## config.mk

```make
export PLATFORM = sky130hd
export DESIGN_NAME = multilevel_queue_quantum_scheduler_top
export DESIGN_NICKNAME = d
export VERILOG_FILES = /design/src/hw/rtl/mlqs_pkg.sv /design/src/hw/rtl/multilevel_queue_quantum_scheduler_top.sv
export SDC_FILE = /design/constraint.sdc
export NUM_CORES = 1
export LEC_CHECK = 0
export ABC_AREA = 1
export BUFFER_PORTS_ARGS = -buffer_cell sky130_fd_sc_hd__buf_4
export CAP_MARGIN = 20
export CORE_ASPECT_RATIO = 2
export CORE_MARGIN = 1
export CORE_UTILIZATION = 30
export DETAILED_ROUTE_END_ITERATION = 10
export PLACE_DENSITY = 0.42
export SLEW_MARGIN = 30
export SYNTH_ARGS = -nofsm -noshare
export SYNTH_HDL_FRONTEND = slang
export SYNTH_SLANG_ARGS = --single-unit
```

## constraint.sdc

```tcl
create_clock -name clk_i -period 7.5 [get_ports clk_i]
set_clock_uncertainty 0.2 [all_clocks]
set_input_delay 1.125 -clock clk_i [delete_from_list [all_inputs] [get_ports clk_i]]
set_output_delay 1.125 -clock clk_i [all_outputs]
set_load 0.01 [all_outputs]
```

## src/hw/rtl/mlqs_pkg.sv

```systemverilog
// ----------------------------------------------------------------------------
// mlqs_pkg
// shared types and constants of the multilevel queue quantum scheduler
// ----------------------------------------------------------------------------
package mlqs_pkg;

  localparam int unsigned LEVELS_DEF = 4;
  localparam int unsigned PROCS_DEF  = 16;

  localparam logic [7:0] QUANTUM_RST = 8'd3;
  localparam logic [1:0] PREEMPT_RST = 2'd1;

  localparam logic [1:0] MODE_ADMIT = 2'd0;
  localparam logic [1:0] MODE_SCHED = 2'd1;
  localparam logic [1:0] MODE_BLOCK = 2'd2;
  localparam logic [1:0] MODE_TICK  = 2'd3;

  localparam logic [1:0] EV_NONE    = 2'd0;
  localparam logic [1:0] EV_TERM    = 2'd1;
  localparam logic [1:0] EV_PREEMPT = 2'd2;
  localparam logic [1:0] EV_FULL    = 2'd3;

  localparam logic REG_QUANTUM = 1'b0;
  localparam logic REG_PREEMPT = 1'b1;

  typedef enum logic {
    ST_IDLE,
    ST_RESP
  } state_e;

endpackage

```

## src/hw/rtl/multilevel_queue_quantum_scheduler_top.sv

```systemverilog
// ----------------------------------------------------------------------------
// multilevel_queue_quantum_scheduler_top
// per-level fifos of process ids in one queue memory, running process and
// quantum tracking
// ----------------------------------------------------------------------------
// A command is taken when start_i is high and busy_o is low; its queue push
// and head read go to the queue memory in that cycle, and busy_o is high in
// the following cycle while the registered read data settles the running
// process. The result appears on the output ports for exactly one cycle with
// done_o high, in the cycle after busy_o, and the next command may be started
// in that same cycle; no command is taken while busy_o is high. The response
// cycle is needed because the queue memory read is registered. Results cannot
// be held off by the receiver. Configuration writes (cfg_we_i) take effect at
// once and are meant for idle times only.
module multilevel_queue_quantum_scheduler_top
  import mlqs_pkg::*;
#(
  parameter int unsigned LEVELS = LEVELS_DEF,
  parameter int unsigned PROCS  = PROCS_DEF
) (
  input  logic       clk_i,
  input  logic       rst_ni,
  input  logic       start_i,
  output logic       busy_o,
  input  logic [1:0] mode_i,
  input  logic [3:0] process_id_i,
  input  logic [1:0] priority_req_i,
  input  logic       has_work_i,
  input  logic       cfg_we_i,
  input  logic       cfg_addr_i,
  input  logic [7:0] cfg_wdata_i,
  output logic       done_o,
  output logic       current_valid_o,
  output logic [3:0] current_id_o,
  output logic [1:0] event_res_o,
  output logic [3:0] event_id_o,
  output logic       dispatched_o
);

  localparam int unsigned LW    = (LEVELS > 1) ? $clog2(LEVELS) : 1;
  localparam int unsigned PW    = (PROCS > 1) ? $clog2(PROCS) : 1;
  localparam int unsigned CW    = $clog2(PROCS + 1);
  localparam int unsigned DEPTH = LEVELS * (1 << PW);

  function automatic logic [LW-1:0] clamp_lvl(input logic [1:0] lv);
    if (32'(lv) >= LEVELS) begin
      return LW'(LEVELS - 1);
    end else begin
      return LW'(lv);
    end
  endfunction

  state_e state_q, state_d;

  logic [PW-1:0] head_q  [LEVELS];
  logic [PW-1:0] head_d  [LEVELS];
  logic [PW-1:0] tail_q  [LEVELS];
  logic [PW-1:0] tail_d  [LEVELS];
  logic [CW-1:0] count_q [LEVELS];
  logic [CW-1:0] count_d [LEVELS];

  logic       run_valid_q, run_valid_d;
  logic [3:0] run_id_q, run_id_d;
  logic [7:0] time_used_q, time_used_d;
  logic [7:0] quantum_q;
  logic [1:0] preempt_q;

  logic       take_q, found_q, fwd_q, done_q;
  logic [3:0] fwd_id_q;
  logic [1:0] ev_q;
  logic [3:0] ev_id_q;

  logic [3:0] mem [DEPTH];
  logic [3:0] rd_data_q;

  logic          acc;
  logic          want_push, want_take, is_preempt, full, do_push, found, fwd;
  logic [LW-1:0] push_lv, rd_lvl, wr_lvl;
  logic [3:0]    push_id;
  logic [CW-1:0] push_cnt, cnt_after;
  logic [PW-1:0] rd_idx, wr_idx;
  logic [LEVELS-1:0] push_oh, take_oh;
  logic [1:0]    ev;
  logic [3:0]    ev_id;

  assign acc = start_i && (state_q == ST_IDLE);

  always_comb begin
    want_push  = 1'b0;
    want_take  = 1'b0;
    is_preempt = 1'b0;
    push_lv    = '0;
    push_id    = process_id_i;
    ev         = EV_NONE;
    ev_id      = '0;
    time_used_d = time_used_q;
    if (acc) begin
      case (mode_i)
        MODE_ADMIT: begin
          if (!has_work_i) begin
            ev    = EV_TERM;
            ev_id = process_id_i;
          end else begin
            want_push = 1'b1;
            push_lv   = clamp_lvl(priority_req_i);
          end
        end
        MODE_SCHED: begin
          if (!run_valid_q) begin
            want_take = 1'b1;
          end else if (!has_work_i) begin
            ev        = EV_TERM;
            ev_id     = run_id_q;
            want_take = 1'b1;
          end else if (time_used_q >= quantum_q) begin
            want_push  = 1'b1;
            is_preempt = 1'b1;
            push_lv    = clamp_lvl(preempt_q);
            push_id    = run_id_q;
            ev_id      = run_id_q;
            want_take  = 1'b1;
          end
        end
        MODE_BLOCK: want_take = 1'b1;
        MODE_TICK: begin
          if (time_used_q != 8'hff) begin
            time_used_d = time_used_q + 8'd1;
          end
        end
        default: ;
      endcase
      if (want_take) begin
        time_used_d = '0;
      end
    end

    push_cnt = '0;
    for (int lv = 0; lv < LEVELS; lv++) begin
      if (push_lv == LW'(lv)) begin
        push_cnt = push_cnt | count_q[lv];
      end
    end
    full    = (push_cnt == CW'(PROCS));
    do_push = want_push && !full;
    if (want_push && full) begin
      ev    = EV_FULL;
      ev_id = push_id;
    end else if (is_preempt) begin
      ev = EV_PREEMPT;
    end

    found  = 1'b0;
    fwd    = 1'b0;
    rd_idx = '0;
    rd_lvl = '0;
    wr_idx = '0;
    wr_lvl = '0;
    for (int lv = 0; lv < LEVELS; lv++) begin
      push_oh[lv] = do_push && (push_lv == LW'(lv));
      cnt_after   = count_q[lv] + CW'(push_oh[lv]);
      take_oh[lv] = 1'b0;
      if (want_take && !found && (cnt_after != '0)) begin
        take_oh[lv] = 1'b1;
        found       = 1'b1;
      end
      if (take_oh[lv]) begin
        rd_idx = rd_idx | head_q[lv];
        rd_lvl = rd_lvl | LW'(lv);
        fwd    = fwd | (push_oh[lv] && (count_q[lv] == '0));
      end
      if (push_oh[lv]) begin
        wr_idx = wr_idx | tail_q[lv];
        wr_lvl = wr_lvl | LW'(lv);
      end
      head_d[lv]  = head_q[lv];
      tail_d[lv]  = tail_q[lv];
      count_d[lv] = cnt_after - CW'(take_oh[lv]);
      if (take_oh[lv]) begin
        head_d[lv] = (head_q[lv] == PW'(PROCS - 1)) ? '0 : head_q[lv] + PW'(1);
      end
      if (push_oh[lv]) begin
        tail_d[lv] = (tail_q[lv] == PW'(PROCS - 1)) ? '0 : tail_q[lv] + PW'(1);
      end
    end
  end

  always_ff @(posedge clk_i) begin
    if (do_push) begin
      mem[{wr_lvl, wr_idx}] <= push_id;
    end
    rd_data_q <= mem[{rd_lvl, rd_idx}];
  end

  always_comb begin
    state_d = state_q;
    case (state_q)
      ST_IDLE: if (start_i) state_d = ST_RESP;
      ST_RESP: state_d = ST_IDLE;
      default: state_d = ST_IDLE;
    endcase
  end

  always_comb begin
    busy_o      = 1'b0;
    run_valid_d = run_valid_q;
    run_id_d    = run_id_q;
    case (state_q)
      ST_IDLE: busy_o = 1'b0;
      ST_RESP: begin
        busy_o = 1'b1;
        if (take_q) begin
          run_valid_d = found_q;
          run_id_d    = !found_q ? 4'd0 : (fwd_q ? fwd_id_q : rd_data_q);
        end
      end
      default: busy_o = 1'b0;
    endcase
  end

  always_ff @(posedge clk_i or negedge rst_ni) begin
    if (!rst_ni) begin
      state_q     <= ST_IDLE;
      run_valid_q <= 1'b0;
      run_id_q    <= '0;
      time_used_q <= '0;
      quantum_q   <= QUANTUM_RST;
      preempt_q   <= PREEMPT_RST;
      take_q      <= 1'b0;
      found_q     <= 1'b0;
      fwd_q       <= 1'b0;
      done_q      <= 1'b0;
      for (int lv = 0; lv < LEVELS; lv++) begin
        head_q[lv]  <= '0;
        tail_q[lv]  <= '0;
        count_q[lv] <= '0;
      end
    end else begin
      state_q     <= state_d;
      run_valid_q <= run_valid_d;
      run_id_q    <= run_id_d;
      time_used_q <= time_used_d;
      done_q      <= (state_q == ST_RESP);
      if (acc) begin
        take_q  <= want_take;
        found_q <= found;
        fwd_q   <= fwd;
      end
      for (int lv = 0; lv < LEVELS; lv++) begin
        head_q[lv]  <= head_d[lv];
        tail_q[lv]  <= tail_d[lv];
        count_q[lv] <= count_d[lv];
      end
      if (cfg_we_i) begin
        case (cfg_addr_i)
          REG_QUANTUM: quantum_q <= cfg_wdata_i;
          REG_PREEMPT: preempt_q <= cfg_wdata_i[1:0];
          default: ;
        endcase
      end
    end
  end

  always_ff @(posedge clk_i) begin
    if (acc) begin
      ev_q     <= ev;
      ev_id_q  <= ev_id;
      fwd_id_q <= push_id;
    end
    if (state_q == ST_RESP) begin
      current_valid_o <= run_valid_d;
      current_id_o    <= run_valid_d ? run_id_d : 4'd0;
      event_res_o     <= ev_q;
      event_id_o      <= ev_id_q;
      dispatched_o    <= take_q && found_q;
    end
  end

  assign done_o = done_q;

  a_resp_then_done: assert property (@(posedge clk_i) disable iff (!rst_ni)
    (state_q == ST_RESP) |=> done_o)
    else $error("result transfer missing after response cycle");

  a_accept_busy: assert property (@(posedge clk_i) disable iff (!rst_ni)
    (start_i && !busy_o) |=> (busy_o && !done_o))
    else $error("accepted command did not enter response cycle");

  a_idle_id_zero: assert property (@(posedge clk_i) disable iff (!rst_ni)
    (done_o && !current_valid_o) |-> (current_id_o == 4'd0 && !dispatched_o))
    else $error("idle result carries a process id or dispatch");

  a_no_event_id: assert property (@(posedge clk_i) disable iff (!rst_ni)
    (done_o && event_res_o == EV_NONE) |-> (event_id_o == 4'd0))
    else $error("event id set without an event");

endmodule

```

; After elaboration in Yosys (flattened, before gate mapping)
; Memory sizes are Yosys's and may differ from the RTL's. A register that Yosys moved wholly into a read port is not among the register bits.
; Cells that the tools add are included.
[op_classes]
n_mux = 85
add_sub_neg = 17
bitwise = 14
n_reduce_logical = 39
n_eq_ne = 16
order_cmp = 1
[op_table]
columns = operator, n
row1 = two-way mux 4 bit, 30
row2 = adder 4 x 1 -> 4 bit (second input constant), 8
row3 = == test 4 bit (second input constant), 8
row4 = two-way mux 1 bit, 31
row5 = two-way mux 8 bit, 3
row6 = bitwise OR 4 bit, 6
row7 = adder 5 x 1 -> 5 bit, 4
row8 = zero test 5 bit, 4
row9 = two-way mux 2 bit, 10
row10 = two-way mux 5 bit, 4
row11 = nonzero test 5 bit, 4
row12 = subtractor 5 x 1 -> 5 bit, 4
row13 = logical AND 1 bit, 19
row14 = bitwise OR 5 bit, 3
row15 = adder 8 x 1 -> 8 bit (second input constant), 1
row16 = == test 2 bit (second input constant), 4
row17 = >= comparator 8 bit, 1
row18 = inequality test 8 bit (second input constant), 1
row19 = case mux 1 bit (2 select lines), 4
row20 = case mux 2 bit (2 select lines), 2
row21 = case mux 4 bit (2 select lines), 1
row22 = == test 5 bit (second input constant), 1
row23 = == test 2 x 1 -> 1 bit (second input constant), 2
row24 = zero test 1 bit, 4
row25 = other kinds (7), 13
[totals]
in_bits = 22
regBits = 102
output_inout_bits = 14
ram_bits = 256
mem_count = 1
elab_cells = 204
[mem_list]
columns = memory, depth, word_bits, read_ports, rd_clocked_by_memory_dff, write_ports, line
row1 = mem, 64, 4, 1, 1, 1, multilevel_queue_quantum_scheduler_top.sv:73  ; logic [3:0] mem [DEPTH];

; Depth between registers and ports, before layout
; Gate-level depths: netlist of run 1.
[depth]
depth_word = 35
ltp_mapped = 44
mapped_depth_nobuf = 42

; Worst setup path before layout of run 1
; Ideal clock, no wire load.
[synth_path]
kind = in2reg
startpoint = input start_i
endpoint = register fwd_id_q[0] (data pin)
t_arrival_ns = 4.522
setup_time_ns = 0.718
required_time_ns = 6.582
path_stages = 5
slack_ns = 2.060
n_path_buf = 1
cell_sequence = nand2_1 inv_1 buf_2 nand3_2 o21ai_0
[synth_between]
elab_chain_cells = 2
[synth_lines]
columns = element, line
row1 = start: declaration, multilevel_queue_quantum_scheduler_top.sv:23  ; input logic start_i,
row2 = logical AND 1 bit, multilevel_queue_quantum_scheduler_top.sv:86  ; assign acc = start_i && (state_q == ST_IDLE);
row3 = named net acc, multilevel_queue_quantum_scheduler_top.sv:76  ; logic acc;
row4 = two-way mux 4 bit, multilevel_queue_quantum_scheduler_top.sv:97  ; if (acc) begin
row5 = named net push_id[0], multilevel_queue_quantum_scheduler_top.sv:79  ; logic [3:0] push_id;
row6 = end signal: assignment, multilevel_queue_quantum_scheduler_top.sv:267  ; fwd_id_q <= push_id;
row7 = end: declaration, multilevel_queue_quantum_scheduler_top.sv:69  ; logic [3:0] fwd_id_q;
; The timed path passes the listed nets, and every way through them passes these cells.
; A chain may end at the register's enable or synchronous reset.

; Worst setup path after layout of run 1
[layout_path]
startpoint = register quantum_q[1]
endpoint = register rd_data_q[1], read port of mem
[layout_between]
elab_chain_cells = 35
elab_cells_between_ends = 68
cone_classes = add/sub (4) / order compare (1) / eq/ne (4) / mux (32) / bitwise (6) / reduce/logical (21)
[layout_lines]
columns = element, line
row1 = start: declaration, multilevel_queue_quantum_scheduler_top.sv:65  ; logic [7:0] quantum_q;
row2 = start signal: assignment, multilevel_queue_quantum_scheduler_top.sv:255  ; REG_QUANTUM: quantum_q <= cfg_wdata_i;
row3 = >= comparator 8 bit (*), multilevel_queue_quantum_scheduler_top.sv:115  ; end else if (time_used_q >= quantum_q) begin
row4 = two-way mux 2 bit, multilevel_queue_quantum_scheduler_top.sv:115
row5 = two-way mux 2 bit, multilevel_queue_quantum_scheduler_top.sv:111  ; end else if (!has_work_i) begin
row6 = two-way mux 2 bit, multilevel_queue_quantum_scheduler_top.sv:109  ; if (!run_valid_q) begin
row7 = case mux 2 bit (2 select lines), multilevel_queue_quantum_scheduler_top.sv:98  ; case (mode_i)
row8 = two-way mux 2 bit, multilevel_queue_quantum_scheduler_top.sv:97
row9 = zero test 2 bit, "multilevel_queue_quantum_scheduler_top.sv:139, multilevel_queue_quantum_scheduler_top.sv:159"
row10 = two-way mux 5 bit, multilevel_queue_quantum_scheduler_top.sv:139  ; if (push_lv == LW'(lv)) begin
row11 = [... 17 more ...], --
row12 = two-way mux 1 bit, multilevel_queue_quantum_scheduler_top.sv:162  ; if (want_take && !found && (cnt_after != '0)) begin
row13 = zero test 1 bit, multilevel_queue_quantum_scheduler_top.sv:162
row14 = logical AND 1 bit (2 in a row), multilevel_queue_quantum_scheduler_top.sv:162
row15 = two-way mux 1 bit, multilevel_queue_quantum_scheduler_top.sv:162
row16 = zero test 1 bit, multilevel_queue_quantum_scheduler_top.sv:162
row17 = logical AND 1 bit (2 in a row), multilevel_queue_quantum_scheduler_top.sv:162
row18 = two-way mux 1 bit, multilevel_queue_quantum_scheduler_top.sv:162
row19 = two-way mux 4 bit or two-way mux 2 bit (tied branches), multilevel_queue_quantum_scheduler_top.sv:166  ; if (take_oh[lv]) begin
row20 = end: declaration, multilevel_queue_quantum_scheduler_top.sv:74  ; logic [3:0] rd_data_q;
; Every way passes the cells marked *; elsewhere a longest branch is shown, timed or not. The select of a mux whose other input is x is not followed.

==> results of run 1 <==
-- sequential cells by signal (all words and copies together), names as in the netlist, 2 cells and up --
name and cells:
rd_data_q 4, ev_q 2, event_res_o 2, fwd_id_q 4
current_id_o 4, ev_id_q 4, head_q 16, mem 256
event_id_o 4, tail_q 16, run_id_q 4, preempt_q 2
time_used_q 8, count_q 20, quantum_q 8
-- worst paths after layout --
| check | start | endpoint | slack (ps) | depth (start not counted) |
|---|---|---|---|---|
| setup / recovery | quantum_q[1] | rd_data_q[1] | 870 | 38 |
| hold / removal | ev_id_q[2] | event_id_o[2] | 220 | 0 |
| setup reg to reg | quantum_q[1] | rd_data_q[1] | 870 | 38 |
| hold reg to reg | ev_id_q[2] | event_id_o[2] | 220 | 0 |
| max in group asynchronous | rst_ni | tail_q[8] | 5710 | 2 |
| min in group asynchronous | rst_ni | time_used_q[3] | 340 | 1 |
-- cell families (layout without fill, tap and decap cells) --
kind of cell               Yosys count  in the layout  synth area share, %
AOI/OAI and AO/OA                   70             70                 2.54
and+or+nand+nor                    950            950                 25.7
adders and majority gates           37             37                 2.70
xor gates and xnor gates            33             33                 1.73
muxes                                7              7                0.459
DFF                                362            362                 60.8
buffers and inverters              257            315                 6.06
-- power breakdown --
part | leakage (nW) | switching, mW | internal [mW]
registers | 3.53 | 0.143 | 2.31
clock network | 0.556 | 0.797 | 1.02
logic | 4.02 | 0.670 | 0.326
-- per-layer routing --
layer / global-route usage [%] / vias up
met2: 35.6 / 214
li1: - / 5847
met4: 7.61 / 0
met1: 18.4 / 5950
met5: 0 / -
met3: 2.10 / 82
-- worst max-delay path: cells and delay by family, from the launching register on --
kind,cells,cell delay [ps]
adder cells (fa/ha/maj),3,710
AND/OR/NAND/NOR,28,3630
AO/OA/AOI/OAI,2,550
buffers and inverters,4,660
flip-flops,1,530
XOR/XNOR,1,160
-- placed cells by master (no fill, tap or decap), types with 7 or more instances in the layout --
cell and count:
nand2_1 425, nand3_1 332, edfxtp_1 278, inv_1 181, nor2_1 99, dfrtp_1 77
buf_4 56, ha_1 37, clkbuf_16 37, nand4_1 28, o21ai_0 24, a21oi_1 20
xor2_1 19, xnor2_1 13, clkinv_2 11, nor2_4 9, nand2_2 9, nand2_4 9
nand3_2 9, mux2_2 7, o211ai_1 7, clkbuf_1 7
-- cell type report --
type	instances	area, sq um	share of cell area [%]
repair buffers	62	541	2.77
well taps	750	938	4.81
multi-input cells	1097	5750	29.5
clock buffers	45	966	4.95
flip-flops and latches	362	10400	53.5
inverters	189	712	3.65
clock inverters	19	173	0.885
-- through the flow --
step           instance area [sq um]  cells  worst slack, ps
2_1_floorplan                  17200   1716             2060
3_3_place_gp                   18400   2460              546
3_5_place_dp                   18400   2460              458
4_1_cts                        19500   2524              806
5_1_grt                        19500   2524              440
6_report                       19500   2524              873
==> impl_results.md, run 1 <==
* Die W at 171 um
* CP required at 7730 ps
* Final Hold Viols at 0
* Post-CTS Resized at 0
* Number of cell rows at 123
* Max Clk Rate at 151 MHz
* Worst hold-check path type: flop to flop
* Number of buffers inserted by hold repair at cts at 0
* Initial DRC Count at 628
* Clock Pin Slew Worst Setup and Hold Paths at approximately 70 ps
* Share of the synthesized area in the top cell type at between 40% and 50%
* Post-DP HPWL at 34.2 mm
* Critical path class: flop to flop
* Critical Path Sink Type: flop
* Area of the mapped netlist at 17,200 sq um
* Buffers on Ports at 35
* Top routing layer in use: met4
* #FFs+latches synth at 362
* Dominant cells by area after synthesis: edfxtp_1 (49%), dfrtp_1 (11%), nand3_1 (9.7%)
* Antenna Cells at 0
* Number of synthesized flops with an enable pin at roughly 280
* Max cap viols at 0
* Clk Latency, worst-skew pair at between 500 and 600 ps
* Cell variety after synth at 51
* Fillers at 5,879
* Vias per cell at between 4 and 5
* Initial Utilization at 30.5%
* WP data arrival at 6860 ps
* Num ports at 36
* Synth cell count leaders: nand2_1 (425), nand3_1 (333), edfxtp_1 (278), inv_1 (182), nor2_1 (101)
* Hold WS at 217 ps
* Remaining antenna violation count after routing at 0
* Wire per inst at between 15 and 20 um
* Wire length on met1 at 17.9 mm
* CTS Buf Count at 36
* Period Utilization, post-route at approximately 88%
* Max stage delay on crit path at 530 ps
* First-pass GRT wire length at 77.0 mm
* Syn Nets at 1,775
* Nets at 1,807
* Total Die Area at about 58,000 sq um
* Power density cells at 270 nW/um^2
* CTS Buffer Depth at 3
* H-tree depth at 2
* Largest net degree at the start of global routing at 130
* Final core utilization at ~35%
* Crit-path most repeated cell: nand2_1
* Initial antenna violation count at 0
* CP max stage cell: dfstp_2
* Routed wl met2 at 29.0 mm
* Syn Inst Count at between 1.5k and 2k
* # DRC at 0
* Area grow syn2layout at 13.7%
* Vias at about 12k
* Setup TNS at 0 ps
* Yosys warns at 0
* Area leader, netlist: edfxtp_1
* Crit path max fanout at 32
* Die Span Y at 340 um
* RSZ-0062 raised after global routing: no
* TritonCTS clock tree: yes
* Initial DRT Pass Iterations at 5
* Fraction of layout cells with a size suffix above 1 at 10.8%
* Setup bufs post-CTS at 0
* Most instantiated library cell after synthesis: nand2_1
* Routed WL at between 50 and 60 mm
* Syn avg cell area at 10.0 sq um
* Worst slew pin tran at 928 ps
* Crit start category: flop
* Seq/Total Area, Yosys at between 60 and 70%
* Core area at 56,300 sq um
* Top FF cell, synth: edfxtp_1
* GRT Util Overall at between 15 and 20%
* Clock Sinks at 362
* GPL Wtd Cong at 0.845
* Gr ovfl total at 0
* Peak supply drop at 0.176 mV
* Status: complete, no violations
* Root Buffer: clkbuf_16
* Relative slew slack at between 30% and 40%
* Tmin final at 6630 ps
* Final setup viols at 0
* Final Slew Violations at 0
* WL met3 at 1.44 mm
* Pwr Total at around 5.3 mW
* Lkg Pwr at 8.11 nW
* Number of global-route vias before repair at 12.6k
* Async SR Flop Fraction at 22.1%
Note: power is estimated with default switching activity, not from simulation.
==> run 2, diff against run 1 <==
--- a/config.mk
+++ b/config.mk
@@ -5,14 +5,13 @@
 export SDC_FILE = /design/constraint.sdc
 export NUM_CORES = 1
 export LEC_CHECK = 0
-export ABC_AREA = 1
 export BUFFER_PORTS_ARGS = -buffer_cell sky130_fd_sc_hd__buf_4
 export CAP_MARGIN = 20
 export CORE_ASPECT_RATIO = 2
 export CORE_MARGIN = 1
-export CORE_UTILIZATION = 30
+export CORE_UTILIZATION = 50
 export DETAILED_ROUTE_END_ITERATION = 10
-export PLACE_DENSITY = 0.42
+export PLACE_DENSITY = 0.64
 export SLEW_MARGIN = 30
 export SYNTH_ARGS = -nofsm -noshare
 export SYNTH_HDL_FRONTEND = slang
==> impl_results.md, run 2 <==
* Vias per cell at just over 6
* WP data arrival at ~7500 ps
* Relative slew slack at 32.0%
* Crit start category: flop
* Nets at 1,392
* Number of synthesized flops with an enable pin at 278
* Peak supply drop at around 0.18 mV
* Most frequent cells in the layout: edfxtp_1 (278), nand2_1 (129), nor2_1 (89)
* Number of cell rows at 93
* Crit path from: quantum_q[1]
* Num ports at 36
* Tmin final at 7210 ps
* Wire per inst at 24.4 um
* Die W at about 130 um
* Dominant cells by area after synthesis: edfxtp_1 (51%), dfrtp_1 (12%), mux2i_1 (3.0%)
* Worst slew pin tran at 1010 ps
* Placement Cell Area at 17,300 sq um
* # DRC at 0
* Remaining antenna violation count after routing at 0
* Seq/Total Area, Yosys at 63.5%
* Number of buffers inserted by hold repair at cts at 0
* Core area at around 32,000 sq um
* Max cap viols at 0
* GPL Wtd Cong at 0.923
* Routed WL at 43.7 mm
* Antenna Cells at 0
* Cell variety after synth at 85
* Post-DP HPWL at 31.0 mm
* Synth cell count leaders: edfxtp_1 (278), nand2_1 (130), nor2_1 (89), dfrtp_1 (77), and3_1 (58)
* Syn avg cell area at 12.9 sq um
* Critical Path Sink Type: flop
* Total Die Area at 33,600 sq um
* Met2 usage at slightly above 50%
* Number of global-route vias before repair at around 11k
* Reg area at about 10,000 sq um
* Initial Utilization at 51.0%
* Final setup viols at 0
* Max reg flops at 256
* First-pass GRT wire length at 66.0 mm
* CTS Buf Count at 34
* Fraction of layout cells with a size suffix above 1 at roughly 15%
* GRT Util Overall at 26.9%
* Lkg Pwr at 7.02 nW
* Multi-input logic area at 5560 sq um
* CP max stage cell: a2111oi_0
* Critical path class: flop to flop
* CTS Buffer Depth at 3
* Final Slew Violations at 0
* Yosys warns at 0
* Initial DRC Count at 750
* Fillers at 2,651
* #FFs+latches synth at approximately 360
* Share of the synthesized area in the top cell type at 50.8%
* Met1 global-route usage at 26.3%
* Clk Latency, worst-skew pair at 530 ps
* Reg2reg start: quantum_q[1]
* Vias at between 10k and 15k
* Root Buffer: clkbuf_16
* Worst hold-check path type: input port to asynchronous set/reset pin
* Crit path max fanout at 14
* Placed insts at around 1.7k
* Top FF cell, synth: edfxtp_1
* TritonCTS clock tree: yes
* Initial DRT Pass Iterations at 5
* Largest net degree at the start of global routing at 83
* Status: complete, no violations
* Clock Sinks at between 300 and 400
* Period Utilization, post-route at between 90% and 100%
* Die Span Y at 258 um
* Commonest non-fill, non-tap cell in the layout: edfxtp_1
* Grt met3 use at 3.06%
* Final Non-Filler Cells at 1,786
* Grt peak-use layer: met2
* Initial antenna violation count at 0
* Area grow syn2layout at 12.9%
* Most instantiated library cell after synthesis: edfxtp_1
* Area leader, netlist: edfxtp_1
* Clock Pin Slew Worst Setup and Hold Paths at about 70 ps
* Max Clk Rate at 139 MHz
* Syn Inst Count at 1,272
* Max stage delay on crit path at 620 ps
* Largest reg by FF count: mem
* Async SR Flop Fraction at 22.1%
* Final Hold Viols at 0
* RSZ-0062 raised after global routing: no
* Syn Nets at between 1k and 1.5k
* Top flop regs: mem: 256 flops, count_q: 20 flops
* Area of the mapped netlist at between 15,000 and 20,000 sq um
* Gr ovfl total at 0
* Hold WS at 211 ps
* Final instance area at 18,600 sq um
* Power density cells at roughly 250 nW/um^2
* H-tree depth at 2
* CP required at 7730 ps
* Buffers on Ports at 35
run 2: critical path: cells and delay by family (launching register included):
family	cells	cell delay (ps)
buffers and inverters	5	770
multiplexers	1	130
AO/OA/AOI/OAI	10	2990
flip-flops	1	520
adder cells (fa/ha/maj)	3	790
AND/OR/NAND/NOR	7	1720
run 2: metrics by stage:
stage | util [%] | worst slack (ps) | TNS [ps] | total power [mW]
after floorplan | - | 1080 | 0 | 2.73
after global placement | 53.6 | 15.1 | 0 | 2.91
after detailed placement | 53.6 | -168 | -215 | 2.92
after CTS | 57.2 | 39.5 | 0 | 4.70
after global routing | 57.6 | 27.2 | 0 | 4.85
final | 57.6 | 288 | 0 | 4.69
run 2: power by group:
| group | internal, mW | switching (mW) |
|---|---|---|
| Combinational | 0.216 | 0.347 |
| Sequential | 2.24 | 0.0954 |
| Clock | 1.03 | 0.756 |
| Total | 3.49 | 1.20 |
run 2: path summary, 6_finish.rpt:
path | to | slack, ps | depth (start not counted)
setup reg to reg | rd_data_q[1] | 290 | 26
hold reg to reg | event_id_o[0] | 220 | 0
max in group asynchronous | run_id_q[0] | 5990 | 2
hold / removal | count_q[7] | 210 | 1
min in group clk_i | event_id_o[0] | 220 | 0
setup / recovery | rd_data_q[1] | 290 | 26
run 2: layout make-up:
type                            instances  share of cell area [%]
Clock buffer                           44                    5.07
Multi-Input combinational cell        806                    30.0
Tap cell                              427                    2.88
Inverter                               39                   0.789
Timing Repair Buffer                   90                    3.89
Sequential cell                       362                    56.2
Clock inverter                         18                    1.17
run 2: routing by layer:
layer	vias to the layer above	part of all wire, %
li1	5011	-
met1	5488	33
met2	338	55
met3	157	3.7
met4	0	8.1
met5	-	0
run 2: cell families (layout without fill, tap and decap cells):
logic type	Yosys count	count (layout)	synth area share, %
DFF	362	362	63.5
xor gates and xnor gates	33	33	1.76
AOI/OAI and AO/OA	264	264	12.5
adders and majority gates	37	37	2.82
and+or+nand+nor	403	403	12.1
buffers and inverters	104	191	2.94
muxes	69	69	4.36
run 2: what timing repair did:
item	in CTS	in global routing
hold endpoints to repair	0	0
pin swaps	0	2
setup buffers	0	8
endpoints found under the setup margin	1	4
gates resized for setup	1	14
==> run 3, diff against run 2 <==
--- a/config.mk
+++ b/config.mk
@@ -11,6 +11,7 @@
 export CORE_MARGIN = 1
 export CORE_UTILIZATION = 50
 export DETAILED_ROUTE_END_ITERATION = 10
+export MAX_ROUTING_LAYER = met4
 export PLACE_DENSITY = 0.64
 export SLEW_MARGIN = 30
 export SYNTH_ARGS = -nofsm -noshare
==> impl_results.md, run 3 (synthesis gave the netlist of run 2 again) <==
* Most frequent cells in the layout: edfxtp_1 (278), nand2_1 (129), nor2_1 (89)
* Initial antenna violation count at 0
* RSZ-0062 raised after global routing: yes
* Pre-CTS WS at -161 ps
* Initial DRC Count at 712
* CTS Buffer Depth at 3
* Gr ovfl total at 0
* Critical Path Sink Type: flop
* H-tree depth at 1
* Internal reg-to-reg setup slack at ~200 ps
* Final setup viols at 0
* Area grow syn2layout at 12.2%
* Buffers on Ports at 35
* Final Hold Viols at 0
* Post-DP HPWL at about 30 mm
* Vias at 10.9k
* Critical path class: flop to flop
* Worst R2R Path Depth at 26
* Root Buffer: clkbuf_16
* Crit start category: flop
* Vias per cell at 6.12
* CP required at 7740 ps
* Final Slew Violations at 0
* Total Die Area at 33,600 sq um
* Met2 usage at between 50% and 60%
* Relative slew slack at 22.9%
* Initial Utilization at about half
* Antenna Cells at 0
* Fin worst setup slack at 200 ps
* Initial DRT Pass Iterations at 6
* GPL Wtd Cong at about 0.95
* Clk Latency, worst-skew pair at 580 ps
* Met1 global-route usage at between 20% and 30%
* Period Utilization, post-route at 97.3%
* WP data arrival at ~7500 ps
* Setup TNS at 0 ps
* TritonCTS clock tree: yes
* Max Clk Rate at between 100 and 150 MHz
* Reg2reg start: quantum_q[1]
* Crit path max fanout at 18
* Worst hold-check path type: input port to asynchronous set/reset pin
* Grt met3 use at 2.95%
* Worst slew pin tran at 1150 ps
* Max cap viols at 0
* Lkg Pwr at approximately 7.0 nW
* Clock Pin Slew Worst Setup and Hold Paths at around 70 ps
* Die Span Y at between 200 and 300 um
* Routed WL at between 40 and 50 mm
* Power density cells at between 200 and 250 nW/um^2
* Status: complete, no violations
* Nets at ~1.4k
* Max reg flops at between 200 and 300
* Wire per inst at 24.2 um
* First-pass GRT wire length at 64.1 mm
* Reg2reg end: rd_data_q[0]
* Clock Sinks at 362
* Remaining antenna violation count after routing at 0
* GRT Util Overall at 27.0%
* # DRC at 0
* Num ports at 36
* Largest reg by FF count: mem
* Number of global-route vias before repair at 11.2k
* Number of buffers inserted by hold repair at cts at 0
* Critical Path End: rd_data_q[0]
* Hold WS at 161 ps
* Crit path from: quantum_q[1]
* Grt peak-use layer: met2
* Core area at 32,200 sq um
* Peak supply drop at 0.197 mV
* Die W at 130 um
* Tmin final at ~7300 ps
* Number of cell rows at 93
* Top flop regs: mem: 256 flops, count_q: 20 flops
* Largest net degree at the start of global routing at slightly above 70
* Fraction of layout cells with a size suffix above 1 at 14.1%
* Commonest non-fill, non-tap cell in the layout: edfxtp_1
* CTS Buf Count at 31
==> run 3: report_power, final <==
part / leakage (nW) / total [mW] / switching (mW) / internal, mW
registers: 3.60 / 2.34 / 0.0975 / 2.24
logic: 2.83 / 0.558 / 0.344 / 0.214
clock network: 0.536 / 1.69 / 0.714 / 0.974
total: 6.96 / 4.58 / 1.16 / 3.43
==> run 3: final cells by class <==
class                      count  area [sq um]
clock buffer                  47           940
clock inverter                11           148
fill                        2670         13800
inverter                      39           146
multi-input combinational    806          5560
sequential                   362         10400
tap                          427           534
timing repair buffer          81           662
==> run 3: worst min-delay path by stage <==
stage,from,endpoint,slack [ps]
after floorplan,ev_id_q[0],event_id_o[0],200
after global placement,ev_id_q[0],event_id_o[0],200
after detailed placement,ev_id_q[3],event_id_o[3],210
after CTS,rst_ni,count_q[6],130
after global routing,rst_ni,count_q[8],150
final,rst_ni,count_q[8],160
==> run 3: routing by layer <==
layer | wire length [um] | vias to the layer above
li1 | - | 4990
met1 | 14200 | 5411
met2 | 24300 | 332
met3 | 1650 | 122
met4 | 2830 | 0
met5 | 0 | -
==> run 3: worst max-delay path, stage by stage (launching register included) <==
cell,delay [ps]
dfstp_2,520
inv_1,50
ha_1,280
nor2b_1,130
o211a_1,230
o311ai_4,440
a21oi_2,170
a21o_1,240
and3_1,190
buf_4,180
a221oi_2,460
o211ai_1,160
inv_1,100
ha_1,240
ha_1,280
nand2_1,100
a2111oi_1,530
nor4_1,110
buf_4,200
a211o_1,270
o2111ai_2,100
and2_4,360
buf_4,340
mux2i_1,390
o221ai_1,230
a211oi_2,500
nor4_1,140
==> run 3: timing repair <==
item	in CTS	in global routing
resized for setup	1	12
buffers inserted	0	0
setup endpoints to repair	1	3
==> run 3: metrics by stage <==
step                      power, mW  instance area, sq um  util [%]  std cells
after detailed placement       2.93                 17300      53.6       1715
after floorplan                2.73                 16400         -       1272
after global placement         2.92                 17300      53.6       1715
after CTS                      4.60                 18400      57.0       1773
after global routing           4.73                 18400      57.2       1773
final                          4.58                 18400      57.2       1773
